## config.mk

```make
export PLATFORM = sky130hd
export DESIGN_NAME = dwgf_queue
export DESIGN_NICKNAME = d
export VERILOG_FILES = /design/src/design/double_well_gradient_flow_step_core_defines.svh /design/src/design/dwgf_pkg.sv /design/src/design/dwgf_queue.sv
export SDC_FILE = /design/constraint.sdc
export NUM_CORES = 1
export LEC_CHECK = 0
export ABC_AREA = 1
export BUFFER_PORTS_ARGS = -buffer_cell sky130_fd_sc_hd__buf_2
export CAP_MARGIN = 20
export CORE_UTILIZATION = 40
export DETAILED_ROUTE_END_ITERATION = 10
export PLACE_DENSITY_LB_ADDON = 0.15
export SLEW_MARGIN = 20
export SYNTH_ARGS = -nofsm -noshare
export SYNTH_HDL_FRONTEND = slang
export SYNTH_SLANG_ARGS = --single-unit
```

## constraint.sdc

```tcl
create_clock -name i_clk -period 1.23 [get_ports i_clk]
set_clock_uncertainty 0.1 [all_clocks]
set_input_delay 0.0615 -clock i_clk [delete_from_list [all_inputs] [get_ports i_clk]]
set_output_delay 0.0615 -clock i_clk [all_outputs]
set_load 0.005 [all_outputs]
```

## src/design/double_well_gradient_flow_step_core_defines.svh

```systemverilog
// ----------------------------------------------------------------------------
// Double-well gradient flow step: assertion macros
// Shared property forms for the concurrent checks of the core.
// ----------------------------------------------------------------------------
`ifndef DOUBLE_WELL_GRADIENT_FLOW_STEP_CORE_DEFINES_SVH
`define DOUBLE_WELL_GRADIENT_FLOW_STEP_CORE_DEFINES_SVH

// Consequent must hold in the same cycle as the antecedent.
`define DWGF_ASSERT_SAME(label, clk, rst_n, ante, cons, msg) \
    label: assert property (@(posedge clk) disable iff (!rst_n) (ante) |-> (cons)) \
        else $error(msg);

// Consequent must hold in the cycle after the antecedent.
`define DWGF_ASSERT_NEXT(label, clk, rst_n, ante, cons, msg) \
    label: assert property (@(posedge clk) disable iff (!rst_n) (ante) |=> (cons)) \
        else $error(msg);

`endif

```

## src/design/dwgf_pkg.sv

```systemverilog
// ----------------------------------------------------------------------------
// Double-well gradient flow step: package
// Fixed-point helpers, configuration register indexes, shared types.
// ----------------------------------------------------------------------------
package dwgf_pkg;

    localparam int DATA_W    = 32;
    localparam int CFG_W     = 31;
    localparam int CFG_IDX_W = 2;
    localparam int PROD_W    = 64;
    localparam int DROP_W    = PROD_W - 24;
    localparam int WIDE_W    = 66;

    localparam logic [CFG_IDX_W-1:0] CFG_LATTICE_SPACING     = 2'd0;
    localparam logic [CFG_IDX_W-1:0] CFG_RECIP_TWICE_SPACING = 2'd1;
    localparam logic [CFG_IDX_W-1:0] CFG_WELL_POSITION       = 2'd2;
    localparam logic [CFG_IDX_W-1:0] CFG_STEP_SIZE           = 2'd3;

    localparam logic [CFG_W-1:0] RST_LATTICE_SPACING     = 31'd8388608;
    localparam logic [CFG_W-1:0] RST_RECIP_TWICE_SPACING = 31'd25165824;
    localparam logic [CFG_W-1:0] RST_WELL_POSITION       = 31'd23726566;
    localparam logic [CFG_W-1:0] RST_STEP_SIZE           = 31'd167772;

    // Status of the job queue as seen by the front and back parts.
    typedef struct packed {
        logic full;
        logic empty;
        logic head_bank;
        logic tail_bank;
    } t_q_stat;

    typedef enum logic [1:0] {
        BK_IDLE = 2'b01,
        BK_RUN  = 2'b10
    } t_back_state;

    // Saturate a wide signed value to the signed 32-bit range.
    function automatic logic signed [DATA_W-1:0] f_sat(input logic signed [WIDE_W-1:0] v);
        logic signed [DATA_W-1:0] r;
        if (v[WIDE_W-1:DATA_W-1] == '0 || v[WIDE_W-1:DATA_W-1] == '1) begin
            r = v[DATA_W-1:0];
        end else if (v[WIDE_W-1]) begin
            r = {1'b1, {(DATA_W-1){1'b0}}};
        end else begin
            r = {1'b0, {(DATA_W-1){1'b1}}};
        end
        return r;
    endfunction

    // Drop the 24 fraction bits of a product, rounding toward minus infinity.
    function automatic logic signed [DROP_W-1:0] f_drop(input logic signed [PROD_W-1:0] p);
        return p[PROD_W-1:24];
    endfunction

endpackage

```

## src/design/dwgf_queue.sv

```systemverilog
// ----------------------------------------------------------------------------
// Job queue
// Two-entry queue of path lengths; each slot owns one bank of the store.
// ----------------------------------------------------------------------------
module dwgf_queue
    import dwgf_pkg::*;
#(
    parameter int KW = 7
) (
    input  logic          i_clk,
    input  logic          i_rst_n,
    input  logic          i_push,
    input  logic [KW-1:0] i_push_count,
    input  logic          i_pop,
    output t_q_stat       o_stat,
    output logic [KW-1:0] o_head_count
);

    logic [KW-1:0] r_slot [2];
    logic          r_wr;
    logic          r_rd;
    logic [1:0]    r_used;
    logic [1:0]    n_used;

    always_comb begin
        case ({i_push, i_pop})
            2'b10:   n_used = r_used + 2'd1;
            2'b01:   n_used = r_used - 2'd1;
            default: n_used = r_used;
        endcase
    end

    always_ff @(posedge i_clk) begin
        if (!i_rst_n) begin
            r_wr   <= 1'b0;
            r_rd   <= 1'b0;
            r_used <= '0;
        end else begin
            if (i_push) begin
                r_wr <= !r_wr;
            end
            if (i_pop) begin
                r_rd <= !r_rd;
            end
            r_used <= n_used;
        end
    end

    always_ff @(posedge i_clk) begin
        if (i_push) begin
            r_slot[r_wr] <= i_push_count;
        end
    end

    assign o_stat.full      = r_used == 2'd2;
    assign o_stat.empty     = r_used == 2'd0;
    assign o_stat.head_bank = r_rd;
    assign o_stat.tail_bank = r_wr;
    assign o_head_count     = r_slot[r_rd];

endmodule

```

==> qor.txt <==
Worst Hold Class: primary input to register
initial antenna violation count: 0
post-route ant nets: 0
LEAKAGE: 0.4729 nW
worst r2r src: r_wr
TritonCTS Buffers: 3
die height: 45.32 um
cells after synthesis: 57
Adder-Cell Fraction of Synth Area: 0.01667
hold slack: 0.1097 ns
Critical Path RT: 1.07 ns
largest net degree at the start of global routing: 11
IO Pins: 22
CTS clk-pin slew, worst paths: 0.10 ns
GP Congestion: 0.7276
Final Cycle Share: 1.071
Max Cap Violations: 0
slowest CP cell: dfxtp_4
Mapped Nets: 69
Buffers on Ports: 21
layout cell share with drive strength beyond 1: 0.3736
vias per inst: 4.345
Crit path arrival time: 1.16 ns
RSZ-0062 raised after global routing: yes
drt total wl: 1254 um
total grt overflow: 0
Syn. warnings: 0
H-tree depth: 1
antenna fix cells: 0
routed vias: 504
Period minus WS final: 1.318 ns
Worst Hold Launch: i_pop
Worst VDD drop: 0.7661 mV
CTS tree: yes
drt drc: 0
largest family of logic cells by synthesized area: multiplexers
Area Growth Syn to Fin: 43.33%
die width: 45.32 um
Slew HR: 0.7886
crit path max fanout: 7
r2r setup slk: 0.12 ns
Total Routing Usage GR: 0.1448
Core ar.: 1745 um^2
Starting Density: 0.4301
crit-path max cell delay: 0.44 ns
failing checks: negative setup slack
CTS root buf: clkbuf_4
Post-CTS Setup Bufs: 0
XOR/XNOR Fraction of Synth Area: 0.01167
Slew Limit Fails: 0
first-pass GRT wire length: 2049 um
DIE AREA: 2054 um^2
Mean Syn Cell Area: 13.17 um^2
Critical Path Start Type: register
final worst-path setup slack: -0.08780 ns
# clock sinks: 19
Cell Rows: 15
number of global-route vias before repair: 533
sequential fraction of the synthesis area: 0.6933
Synth Area in Compound Gates: 0.01333
fin nets: 104
cell area after synthesis: 750.7 um^2
CP Capture Type: output port
clock buffer depth: 2
dpl hpwl: 829.1 um
flops & latches, synth: 19
achievable frequency: 758.8 MHz
pre-CTS setup slack: 0.06919 ns
outcome: finished, violations left
crit-path cells: mux2_4 > buf_6
critical path class: register to output port
fraction of the mapped netlist area in simple logic gates: 0.09000
worst-skew pair later-pin latency: 0.28 ns
First-pass DRT Iterations: 4
slew of the pin with the lowest slew margin: 0.3168 ns
WL per Instance: 10.81 um
CP endpoint: o_head_count[2]
mux share of post-synthesis cell area: 0.1050
power density over cell area: 1196 nW/um^2
commonest non-fill, non-tap cells in the layout: buf_2, edfxtp_1, nor2_1, dlygate4sd3_1
reg-to-reg critical path endpoint: r_slot[1][1]
Setup Viol. Count Final: 7
FF-to-FF path depth: 2
DR iter-0 viols: 11
Synth cell types: 14
Hold Vio Cnt, Final: 0
-- through the flow --
stage / power (mW) / setup TNS (ns) / cell area (um^2) / utilization / instances
6_report: 1.287 / -0.5692 / 1076 / 0.6165 / 116
5_1_grt: 1.345 / -0.9087 / 1076 / 0.6165 / 116
4_1_cts: 1.291 / -0.6840 / 1070 / 0.6129 / 116
3_5_place_dp: 0.9307 / 0 / 875.8 / 0.5018 / 102
3_3_place_gp: 0.9255 / 0 / 875.8 / 0.5018 / 102
2_1_floorplan: 0.8663 / 0 / 750.7 / - / 57
-- routing by layer --
metal,track usage,share of wire,vias to the layer above
li1,-,-,258
met1,0.1632,0.44,229
met2,0.2493,0.51,15
met3,0.03600,0.038,2
met4,0.07879,0.0072,0
met5,0,0,-
-- critical path: cells and delay by family, from the launching register on --
kind,cells,cell delay [ns]
multiplexers,1,0.32
flip-flops,1,0.44
buffers and inverters,1,0.12
-- kinds of logic after synthesis --
group	after synthesis
buffers and inverters	10
AND/OR/NAND/NOR	17
AO/OA/AOI/OAI	2
adder cells (fa/ha/maj)	1
XOR/XNOR	1
flip-flops	19
multiplexers	7
-- state kept, by name, indices dropped and copies added, names as in the netlist, named ones only --
register	flops
r_slot	14
r_used	2
r_wr	1
r_rd	1
-- area by class of cell --
type / count / area, um^2
Clock buffer: 4 / 26.28
Fill cell: 163 / 669.4
Inverter: 7 / 26.28
Multi-Input combinational cell: 28 / 203.9
Sequential cell: 19 / 524.3
Tap cell: 25 / 31.28
Timing Repair Buffer: 33 / 264.0
-- cells in the mapped netlist (all sizes together) --
cell type   n  area, um^2
buf         3       26.27
o21ai       1       5.000
dfxtp       5       100.1
mux2        7       78.83
nor3        1       5.000
nand2       5       18.77
a21oi       1       5.000
ha          1       12.51
edfxtp     14       420.4
nor2       10       37.54
xnor2       1       8.760
inv         7       26.28
nand4       1       6.260
-- worst min path at each step --
stage	endpoint	depth (start not counted)
6_report	r_used[0]	4
4_1_cts	r_used[0]	4
3_3_place_gp	r_slot[1][0]	1
2_1_floorplan	r_slot[0][0]	0
3_5_place_dp	r_slot[1][0]	1
5_1_grt	r_used[0]	4
-- what timing repair did --
| item | 4_1_cts | 5_1_grt |
|---|---|---|
| hold buffers | 10 | 0 |
| gates resized for setup | 15 | 1 |
| hold endpoints to repair | 19 | 0 |
| setup endpoints to repair | 7 | 7 |
-- report_power, final --
group / internal, mW / switching, mW / total [mW]
combinational: 0.146 / 0.0808 / 0.227
sequential: 0.732 / 0.0326 / 0.765
clock: 0.126 / 0.170 / 0.295
(Power assumes the default switching activity.)
