**src/design/double_well_gradient_flow_step_core_defines.svh**
```systemverilog
// ----------------------------------------------------------------------------
// Double-well gradient flow step: assertion macros
// Shared property forms for the concurrent checks of the core.
// ----------------------------------------------------------------------------
`ifndef DOUBLE_WELL_GRADIENT_FLOW_STEP_CORE_DEFINES_SVH
`define DOUBLE_WELL_GRADIENT_FLOW_STEP_CORE_DEFINES_SVH

// Consequent must hold in the same cycle as the antecedent.
`define DWGF_ASSERT_SAME(label, clk, rst_n, ante, cons, msg) \
    label: assert property (@(posedge clk) disable iff (!rst_n) (ante) |-> (cons)) \
        else $error(msg);

// Consequent must hold in the cycle after the antecedent.
`define DWGF_ASSERT_NEXT(label, clk, rst_n, ante, cons, msg) \
    label: assert property (@(posedge clk) disable iff (!rst_n) (ante) |=> (cons)) \
        else $error(msg);

`endif

```
**src/design/dwgf_pkg.sv**
```systemverilog
// ----------------------------------------------------------------------------
// Double-well gradient flow step: package
// Fixed-point helpers, configuration register indexes, shared types.
// ----------------------------------------------------------------------------
package dwgf_pkg;

    localparam int DATA_W    = 32;
    localparam int CFG_W     = 31;
    localparam int CFG_IDX_W = 2;
    localparam int PROD_W    = 64;
    localparam int DROP_W    = PROD_W - 24;
    localparam int WIDE_W    = 66;

    localparam logic [CFG_IDX_W-1:0] CFG_LATTICE_SPACING     = 2'd0;
    localparam logic [CFG_IDX_W-1:0] CFG_RECIP_TWICE_SPACING = 2'd1;
    localparam logic [CFG_IDX_W-1:0] CFG_WELL_POSITION       = 2'd2;
    localparam logic [CFG_IDX_W-1:0] CFG_STEP_SIZE           = 2'd3;

    localparam logic [CFG_W-1:0] RST_LATTICE_SPACING     = 31'd8388608;
    localparam logic [CFG_W-1:0] RST_RECIP_TWICE_SPACING = 31'd25165824;
    localparam logic [CFG_W-1:0] RST_WELL_POSITION       = 31'd23726566;
    localparam logic [CFG_W-1:0] RST_STEP_SIZE           = 31'd167772;

    // Status of the job queue as seen by the front and back parts.
    typedef struct packed {
        logic full;
        logic empty;
        logic head_bank;
        logic tail_bank;
    } t_q_stat;

    typedef enum logic [1:0] {
        BK_IDLE = 2'b01,
        BK_RUN  = 2'b10
    } t_back_state;

    // Saturate a wide signed value to the signed 32-bit range.
    function automatic logic signed [DATA_W-1:0] f_sat(input logic signed [WIDE_W-1:0] v);
        logic signed [DATA_W-1:0] r;
        if (v[WIDE_W-1:DATA_W-1] == '0 || v[WIDE_W-1:DATA_W-1] == '1) begin
            r = v[DATA_W-1:0];
        end else if (v[WIDE_W-1]) begin
            r = {1'b1, {(DATA_W-1){1'b0}}};
        end else begin
            r = {1'b0, {(DATA_W-1){1'b1}}};
        end
        return r;
    endfunction

    // Drop the 24 fraction bits of a product, rounding toward minus infinity.
    function automatic logic signed [DROP_W-1:0] f_drop(input logic signed [PROD_W-1:0] p);
        return p[PROD_W-1:24];
    endfunction

endpackage

```
**src/design/dwgf_front.sv**
```systemverilog
// ----------------------------------------------------------------------------
// Front part
// Takes input items, writes samples into the free bank and posts a job
// when the item that ends the path arrives.
// ----------------------------------------------------------------------------
module dwgf_front
    import dwgf_pkg::*;
#(
    parameter int MAX_SITES = 64
) (
    input  logic                                i_clk,
    input  logic                                i_rst_n,
    input  logic                                i_start,
    input  logic signed [DATA_W-1:0]            i_sample,
    input  logic                                i_last,
    input  t_q_stat                             i_q_stat,
    output logic                                o_busy,
    output logic                                o_we,
    output logic [$clog2(MAX_SITES):0]          o_waddr,
    output logic [DATA_W-1:0]                   o_wdata,
    output logic                                o_push,
    output logic [$clog2(MAX_SITES+2)-1:0]      o_push_count
);

    localparam int AW = $clog2(MAX_SITES);
    localparam int KW = $clog2(MAX_SITES + 2);

    logic [KW-1:0] r_count;
    logic [KW-1:0] n_count;
    logic          accept;
    logic          room;

    assign accept = i_start && !i_q_stat.full;
    assign room   = r_count < KW'(MAX_SITES);

    assign o_busy       = i_q_stat.full;
    assign o_we         = accept && room;
    assign o_waddr      = {i_q_stat.tail_bank, r_count[AW-1:0]};
    assign o_wdata      = i_sample;
    assign o_push       = accept && i_last;
    assign o_push_count = room ? r_count + KW'(1) : r_count;

    // Samples past the capacity are dropped, but the ending item still posts.
    always_comb begin
        n_count = r_count;
        if (accept) begin
            if (i_last) begin
                n_count = '0;
            end else if (room) begin
                n_count = r_count + KW'(1);
            end
        end
    end

    always_ff @(posedge i_clk) begin
        if (!i_rst_n) begin
            r_count <= '0;
        end else begin
            r_count <= n_count;
        end
    end

endmodule

```
**config.mk**
```make
export PLATFORM = sky130hd
export DESIGN_NAME = dwgf_front
export DESIGN_NICKNAME = d
export VERILOG_FILES = /design/src/design/double_well_gradient_flow_step_core_defines.svh /design/src/design/dwgf_pkg.sv /design/src/design/dwgf_front.sv
export SDC_FILE = /design/constraint.sdc
export NUM_CORES = 1
export LEC_CHECK = 0
export BUFFER_PORTS_ARGS = -buffer_cell sky130_fd_sc_hd__buf_2
export CAP_MARGIN = 20
export CELL_PAD_IN_SITES_DETAIL_PLACEMENT = 2
export CELL_PAD_IN_SITES_GLOBAL_PLACEMENT = 2
export CORE_ASPECT_RATIO = 1.25
export CORE_MARGIN = 3
export CORE_UTILIZATION = 14
export CTS_CLUSTER_SIZE = 14
export DETAILED_ROUTE_END_ITERATION = 8
export PLACE_DENSITY_LB_ADDON = 0.1
export REMOVE_ABC_BUFFERS = 1
export SLEW_MARGIN = 20
export SYNTH_ARGS = -nofsm -noshare
export SYNTH_HDL_FRONTEND = slang
export SYNTH_SLANG_ARGS = --single-unit
```
**constraint.sdc**
```tcl
create_clock -name i_clk -period 2 [get_ports i_clk]
set_input_delay 0.2 -clock i_clk [delete_from_list [all_inputs] [get_ports i_clk]]
set_output_delay 0.2 -clock i_clk [all_outputs]
set_load 0.1 [all_outputs]
```
==> results of run 1 <==
## final timing paths
check	startpoint	endpoint	slack, ns	cells after the start
setup / recovery	r_count[0]$_SDFFE_PN0N_	o_push_count[2]	0.14	4
setup reg to reg	r_count[0]$_SDFFE_PN0N_	r_count[5]$_SDFFE_PN0N_	0.43	4
hold / removal	i_rst_n	r_count[3]$_SDFFE_PN0N_	0.31	3
hold reg to reg	r_count[4]$_SDFFE_PN0N_	r_count[4]$_SDFFE_PN0N_	0.52	2
## tightest hold or removal path, stage by stage
cell	delay (ns)
buf_2	0.15
nand3_1	0.09
nand2_1	0.04
## routing by layer
metal  vias up  global-route usage
met5         -              0.0171
met4         0              0.0205
met3         2               0.104
met2        52               0.110
met1       244               0.116
li1        214                   -
## cell usage after synthesis, types with 2 or more instances
library cell / count
dfxtp_1: 7
o21ai_0: 3
nand2_1: 2
nand3_1: 2
nor2_1: 3
a22oi_1: 3
nor2b_1: 4
nand4b_1: 2
buf_4: 40
nand2b_1: 2
buf_6: 2
xnor2_1: 4
## kinds of logic after synthesis
family	count (synthesis)
adder cells (fa/ha/maj)	1
XOR/XNOR	5
flip-flops	7
multiplexers	1
buffers and inverters	44
AND/OR/NAND/NOR	20
AO/OA/AOI/OAI	10
## where the power goes
group / switching [mW] / internal (mW)
clock network: 0.0591 / 0.138
logic: 0.0611 / 0.0129
registers: 0.00182 / 0.141
## final cells by class
type / instances / area share
sequential: 7 / 0.208
timing repair buffer: 22 / 0.215
multi-input combinational: 37 / 0.393
tap: 60 / 0.111
inverter: 1 / 0.00557
clock buffer: 4 / 0.0668
## per-stage QoR
stage                     total power, mW  TNS [ns]
after floorplan                     0.194     -9.84
after global placement              0.221         0
after detailed placement            0.221         0
after CTS                           0.423         0
after global routing                0.436         0
final                               0.414         0
==> impl_results.md, run 1 <==
* Largest register FFs at 7
* Sink Count at 7
* Row count at 28
* Crit-path cells: ha_1, nand2b_1, xnor2_1, buf_2
* Met3 wire length at 621 µm
* Nets at 113
* Worst slack at placement at 0.374 ns
* Fin cells at 131
* Mux share of post-synthesis cell area at 0.0153
* # DRC at 0
* Worst vdd ir at 0.187 mV
* First drt pass iteration count at 2
* Post-DR wirelength/cell at 22.2 µm
* Max_cap viols at 0
* Post-Synth XOR/XNOR Area at 0.0595
* Die area at 0.00617 mm²
* Cts hold-fix bufs at 0
* Core area at 0.00490 mm²
* Main combinational cell family by area after synthesis: buffers and inverters
* Adder-Cell Fraction of Synth Area at 0.0170
* Slew Viols, Final at 0
* Seq/Total Area, Yosys at 0.190
* Most frequent cells in the layout: 18 x buf_2, 7 x dfxtp_1, 4 x xnor2_1, 4 x nor2b_1
* Met1 wire length at 1200 µm
* DR iter-0 viols at 8
* Overall die height at 87.1 µm
* CTS tree: done
* Leak at 0.307 nW
* Die X at 70.8 µm
* RSZ-0062 raised after global routing: false
* Worst Path Arrival at 1.66 ns
* Vias in the first global route at 604
* DR top layer: met4
* Number of flops mapped to enable cells by yosys at 0
* Element type at the critical path end: primary output
* Outcome: finished clean
* Synth Flop Type: dfxtp_1
* Yosys warning count at 0
* Worst path slowest cell: buf_2
* Max Freq at 537 MHz
* Post-synthesis instance total at 88
* TritonCTS buffer count at 3
* Asr flop ratio synth at 0
* Worst Setup Path Type: reg -> out
* Complex-gate fraction of the synthesized area at 0.0935
* Routed Antenna Nets at 0
* CP top delay family: buffers and inverters
* Synth-to-Final Area Change at -8.33%
* Synth Register Bits at 7
* Final hold slack at 0.312 ns
* Worst path bufs/invs at 1
* WP data required at 1.80 ns
* DP Wirelength at 2340 µm
* Final Cycle Share at 0.931
* Final worst setup slack at 0.138 ns
* Antenna violations before repair at 0
* Total gr overflow at 0
* Top cell type's share of synthesized area at 0.408
* Mean Syn Cell Area at 8.36 µm²
* Largest net degree at the start of global routing at 10
* Ports at 89
* HP Class: in -> reg
* Syn Std Cell Area at 736 µm²
* Least-Margin Pin Slew at 0.498 ns
* Crit start category: register
* Placed Cells incl. Taps at 127
* Pwr per Cell Area at 614 mW/mm²
* Ant. Diodes at 0
* Commonest non-fill, non-tap cell in the layout: buf_2
* Bufs on Longest Clock Path at 2
* Postcts setup bufs at 0
* IO buf count at 20
* Largest reg by FF count: r_count
* Setup violators final at 0
* Multi-input logic area at 265 µm²
* Leading area contributor after synthesis: buf_4
* Met2 Wirelength at 1070 µm
* H-tree depth at 1
* Post-Route WL at 2910 µm
* Post-Synth Simple-Gate Area at 0.175
* Layout cells sized above 1 at 0.408
* First-pass GRT wire length at 4200 µm
* Biggest regs: r_count (7)
* Yosys cell types at 26
* Final Util at 0.138
* Total GRT Usage at 0.0956
* Vias per cell at 3.91
* Clock root buffer master: clkbuf_8
* Slew headroom at 0.670
* Placer congestion estimate at 0.600
* Area contributors post-synth: buf_4 41%, dfxtp_1 19%, xnor2_1 4.8%, nor2b_1 3.4%, a22oi_1 3.1%
* Crit-path max cell delay at 0.47 ns
* CP Max Fanout at 5
* Clock skew at 0.00190 ns
* Design area at 674 µm²
* Routed via count at 512
* Final hold viol count at 0
* Register clock-pin slew on the reported worst setup and hold paths at 0.04 ns
* Clk_lat worst skew at 0.22 ns
* PostCTS Resize Cnt at 0
* Placed inst area at 629 µm²
* Fillers at 586
* Register Area at 140 µm²
* Shortest period the worst path allows at 1.86 ns
* Initial core utilization at 0.150
Power figures use the tool's default switching activity.
==> run 2: changes to the inputs <==
--- a/config.mk
+++ b/config.mk
@@ -14,6 +14,7 @@
 export CORE_UTILIZATION = 14
 export CTS_CLUSTER_SIZE = 14
 export DETAILED_ROUTE_END_ITERATION = 8
+export GPL_TIMING_DRIVEN = 0
 export PLACE_DENSITY_LB_ADDON = 0.1
 export REMOVE_ABC_BUFFERS = 1
 export SLEW_MARGIN = 20
==> impl_results.md, run 2 (synthesis results as in run 1) <==
* WP data required at 1.80 ns (about the same)
* Worst Path Arrival at 1.68 ns (+0.02 ns)
* Fin cells at 129 (-1.5%)
* Routed Antenna Nets at 0 (unchanged)
* Total GRT Usage at 0.0963 (+0.000782)
* Bufs on Longest Clock Path at 2 (unchanged)
* Most frequent cells in the layout: 19 x buf_2, 7 x dfxtp_1, 4 x xnor2_1, 4 x nor2b_1
* Largest register FFs at 7 (unchanged)
* Antenna violations before repair at 0 (unchanged)
* Core area at 0.00490 mm² (unchanged)
* HP Class: in -> reg
* Leak at 0.290 nW (-5.4%)
* Die X at 70.8 µm (unchanged)
* Post-DR wirelength/cell at 22.6 µm (+1.5%)
* Placer congestion estimate at 0.604 (+0.68%)
* Routed via count at 522 (+2.0%)
* Largest reg by FF count: r_count
* Setup violators final at 0 (unchanged)
* Vias per cell at 4.05 (+3.5%)
* Initial core utilization at 0.150 (unchanged)
* Max Freq at 533 MHz (-0.80%)
* Shortest period the worst path allows at 1.88 ns (+0.0151 ns)
* Element type at the critical path end: primary output
* Slew headroom at 0.671 (+0.000721)
* Total gr overflow at 0 (unchanged)
* DR iter-0 viols at 7 (-1)
* Clock skew at 0.000289 ns (-0.00161 ns)
* Worst vdd ir at 0.166 mV (-11%)
* Outcome: finished clean
* Least-Margin Pin Slew at 0.497 ns (-0.00109 ns)
* DP Wirelength at 2340 µm (about the same)
* Worst slack at placement at 0.288 ns (-0.0865 ns)
* Nets at 111 (-1.8%)
* Final hold viol count at 0 (unchanged)
* Overall die height at 87.1 µm (unchanged)
* Final Util at 0.129 (-0.00867)
* Synth-to-Final Area Change at -14.1%
* Row count at 28 (unchanged)
* Placed Cells incl. Taps at 125 (-1.6%)
* Overall Power at 0.420 mW (+1.4%)
* Slew Viols, Final at 0 (unchanged)
* Layout cells sized above 1 at 0.391 (-0.0171)
* TritonCTS buffer count at 3 (unchanged)
* Register clock-pin slew on the reported worst setup and hold paths at 0.04 ns (about the same)
* Post-Route WL at 2910 µm (about the same)
* Sink Count at 7 (unchanged)
* Final worst setup slack at 0.123 ns (-0.0151 ns)
* Ports at 89 (unchanged)
* Max_cap viols at 0 (unchanged)
* Postcts setup bufs at 0 (unchanged)
* Ant. Diodes at 0 (unchanged)
* # DRC at 0 (unchanged)
* Largest net degree at the start of global routing at 10 (unchanged)
* Vias in the first global route at 590 (-2.3%)
* Die area at 0.00617 mm² (unchanged)
* IO buf count at 20 (unchanged)
* Clk_lat worst skew at 0.23 ns (about the same)
* Crit start category: register
* First drt pass iteration count at 4 (+2)
* Commonest non-fill, non-tap cell in the layout: buf_2
* Clock root buffer master: clkbuf_8
* RSZ-0062 raised after global routing: false
* Pwr per Cell Area at 664 mW/mm² (+8.2%)
* Final Cycle Share at 0.939 (+0.00755)
* Worst Setup Path Type: reg -> out
* Biggest regs: r_count (7)
* CP Max Fanout at 8 (+3)
* H-tree depth at 1 (unchanged)
* CTS tree: done
* First-pass GRT wire length at 4090 µm (-2.5%)
## run 2: layer usage
metal / track usage / wire length (µm) / vias up
met4: 0.0359 / 25 / 0
met2: 0.105 / 1080 / 50
met3: 0.110 / 608 / 2
li1: - / - / 212
met5: 0.0171 / 0 / -
met1: 0.112 / 1200 / 258
## run 2: cell type report
class / instances / area, µm²
well taps: 60 / 75.1
fillers: 598 / 4270
clock buffers: 4 / 45.0
multi-input cells: 37 / 265
flip-flops and latches: 7 / 140
repair buffers: 20 / 103
inverters: 1 / 3.75
## run 2: where the power goes
part / switching [mW] / total (mW) / internal (mW)
sequential: 0.00162 / 0.143 / 0.141
clock: 0.0644 / 0.203 / 0.138
combinational: 0.0614 / 0.0743 / 0.0129
total: 0.127 / 0.420 / 0.292
## run 2: per-stage QoR
stage	area [µm²]	hold WS, ns	setup TNS (ns)
6_report	632	0.310	0
5_1_grt	632	0.320	0
4_1_cts	629	0.317	0
3_5_place_dp	584	0.401	0
3_3_place_gp	584	0.401	0
2_1_floorplan	409	0.328	-9.84
## run 2: repair_timing
action	CTS	global route
endpoints found under the setup margin	0	1
endpoints found under the hold margin	0	0
hold buffers	0	0
resized for setup	0	1
## run 2: final timing paths
kind | start | slack, ns | depth (start not counted) | endpoint
max reg2reg | r_count[6]$_SDFFE_PN0N_ | 0.41 | 4 | r_count[5]$_SDFFE_PN0N_
min reg2reg | r_count[4]$_SDFFE_PN0N_ | 0.52 | 2 | r_count[4]$_SDFFE_PN0N_
min | i_rst_n | 0.31 | 3 | r_count[6]$_SDFFE_PN0N_
max | r_count[6]$_SDFFE_PN0N_ | 0.12 | 3 | o_push_count[3]
## run 2: worst max-delay path, cell delays in order (launching register included)
cell and delay (ns):
dfxtp_1 0.38, and4b_1 0.46, xor2_1 0.16, buf_2 0.44
==> run 3: changes to the inputs <==
--- a/config.mk
+++ b/config.mk
@@ -17,7 +17,6 @@
 export GPL_TIMING_DRIVEN = 0
 export PLACE_DENSITY_LB_ADDON = 0.1
 export REMOVE_ABC_BUFFERS = 1
-export SLEW_MARGIN = 20
 export SYNTH_ARGS = -nofsm -noshare
 export SYNTH_HDL_FRONTEND = slang
 export SYNTH_SLANG_ARGS = --single-unit
==> constraint.sdc (replaced) <==
create_clock -name i_clk -period 1.9 [get_ports i_clk]
set_input_delay 0.19 -clock i_clk [delete_from_list [all_inputs] [get_ports i_clk]]
set_output_delay 0.19 -clock i_clk [all_outputs]
set_load 0.1 [all_outputs]
==> impl_results.md, run 3 (synthesis results as in run 1) <==
* Outcome: finished clean
* R2R cell count at 4 (unchanged)
* Crit start category: register
* Routed via count at 528 (+1.1%)
* Routed Antenna Nets at 0 (unchanged)
* Placed inst area at 584 µm² (unchanged)
* Element type at the critical path end: primary output
* Largest net degree at the start of global routing at 10 (unchanged)
* Final Cycle Share at 0.915
* Least-Margin Pin Slew at 0.496 ns (-0.00101 ns)
* Worst Setup Path Type: reg -> out
* Overall Power at 0.442 mW (+5.3%)
* Hold Crit Depth at 3 (unchanged)
* DP Wirelength at 2340 µm (unchanged)
* Worst Path Arrival at 1.55 ns (-0.13 ns)
* Setup violators final at 0 (unchanged)
* Vias in the first global route at 590 (unchanged)
* Largest register FFs at 7 (unchanged)
* Max_cap viols at 0 (unchanged)
* CP Max Fanout at 8 (unchanged)
* Antenna violations before repair at 0 (unchanged)
* Ant. Diodes at 0 (unchanged)
* Most frequent cells in the layout: 16 x buf_2, 7 x dfxtp_1, 4 x xnor2_1, 4 x nor2b_1
* First-pass GRT wire length at 4110 µm (+0.34%)
* Layout cells sized above 1 at 0.406 (+0.0145)
* Hold_sp: i_rst_n
* Clk_lat worst skew at 0.23 ns (about the same)
* Slew headroom at 0.672 (about the same)
* Synth-to-Final Area Change at -12.9%
* Final hold viol count at 0 (unchanged)
* FF-to-FF End: r_count[5]$_SDFFE_PN0N_
* Worst R2R Setup Slack at 0.37 ns (-0.04 ns)
* Initial core utilization at 0.150 (unchanged)
* Critical R2R Launch: r_count[6]$_SDFFE_PN0N_
* First drt pass iteration count at 2 (-2)
* Sink Count at 7 (unchanged)
* Pwr per Cell Area at 690 mW/mm² (+3.8%)
* Die area at 0.00617 mm² (unchanged)
* Total GRT Usage at 0.0966 (+0.000238)
* DR iter-0 viols at 14 (+7)
* IO buf count at 20 (unchanged)
* Placer congestion estimate at 0.604 (unchanged)
* WP data required at 1.71 ns (-0.09 ns)
* Core area at 0.00490 mm² (unchanged)
* CTS tree: done
* Max Freq at 575 MHz
* Bufs on Longest Clock Path at 2 (unchanged)
* TritonCTS buffer count at 3 (unchanged)
* Biggest regs: r_count (7)
* Vias per cell at 4.09 (+1.1%)
* Die X at 70.8 µm (unchanged)
* Row count at 28 (unchanged)
* Post-Route WL at 2930 µm (+0.52%)
* Fillers at 597 (-0.17%)
* Overall die height at 87.1 µm (unchanged)
* Final hold slack at 0.300 ns (-0.0100 ns)
* Post-DR wirelength/cell at 22.7 µm (+0.52%)
* H-tree depth at 1 (unchanged)
* Largest reg by FF count: r_count
* Leak at 0.289 nW (-0.37%)
* Clock skew at 0.000289 ns (unchanged)
* Design area at 641 µm² (+1.4%)
* Worst Hold End: r_count[6]$_SDFFE_PN0N_
* HP Class: in -> reg
* Clock root buffer master: clkbuf_8
* Total gr overflow at 0 (unchanged)
* Register clock-pin slew on the reported worst setup and hold paths at 0.04 ns (about the same)
* Postcts setup bufs at 0 (unchanged)
* # DRC at 0 (unchanged)
* RSZ-0062 raised after global routing: false
* Worst vdd ir at 0.174 mV (+5.3%)
* Slew Viols, Final at 0 (unchanged)
* Cts hold-fix bufs at 0 (unchanged)
* Nets at 111 (unchanged)
* Ports at 89 (unchanged)
* Shortest period the worst path allows at 1.74 ns
* Commonest non-fill, non-tap cell in the layout: buf_2
run 3: cell types whose count changed in the layout (fill, tap and decap cells not counted):
cell     before  now
buf_2        19   16
buf_4         0    3
and4b_1       1    0
and4b_2       0    1
run 3: through the flow:
step	setup TNS (ns)	std cells	setup slack, ns	utilization
floorplan	-11.09	45	-1.60	-
global placement	0	125	0.194	0.119
detailed placement	0	125	0.198	0.119
CTS	0	129	0.0000836	0.129
global route	0	129	0.0224	0.131
finish	0	129	0.162	0.131
run 3: final cells by class:
cell class | instances | area, µm² | area share
sequential | 7 | 140 | 0.219
multi-input combinational | 37 | 267 | 0.416
timing repair buffer | 20 | 110 | 0.172
inverter | 1 | 3.75 | 0.00586
tap | 60 | 75.1 | 0.117
clock buffer | 4 | 45.0 | 0.0703
run 3: worst max-delay path: stages (launching register included):
cell,delay (ns)
dfxtp_1,0.38
and4b_2,0.42
nand2_4,0.06
xnor2_1,0.14
buf_4,0.31
run 3: how the worst max path moves through the flow:
stage               depth (start not counted)  slack [ns]                     from                 endpoint
floorplan                                   5       -1.60  r_count[0]$_SDFFE_PN0N_  r_count[4]$_SDFFE_PN0N_
global placement                            4        0.19  r_count[6]$_SDFFE_PN0N_          o_push_count[5]
detailed placement                          4        0.20  r_count[6]$_SDFFE_PN0N_          o_push_count[5]
CTS                                         3     0.00008  r_count[6]$_SDFFE_PN0N_          o_push_count[3]
global route                                4        0.02  r_count[0]$_SDFFE_PN0N_          o_push_count[2]
finish                                      4        0.16  r_count[6]$_SDFFE_PN0N_          o_push_count[5]
run 3: routing by layer:
metal / routed length (µm) / GRT usage
met5: 0 / 0.0171
met4: 29 / 0.0359
met3: 604 / 0.109
met2: 1100 / 0.106
met1: 1190 / 0.112
run 3: repair_timing:
action	in CTS	in global routing
endpoints found under the hold margin	0	0
pin swaps	0	0
gates resized for setup	2	4
endpoints found under the setup margin	2	3
run 3: report_power, final:
group	internal [mW]	leakage (nW)	total (mW)	switching [mW]
Combinational	0.0136	0.210	0.0783	0.0646
Clock	0.146	0.0228	0.213	0.0678
Sequential	0.149	0.0565	0.150	0.00171
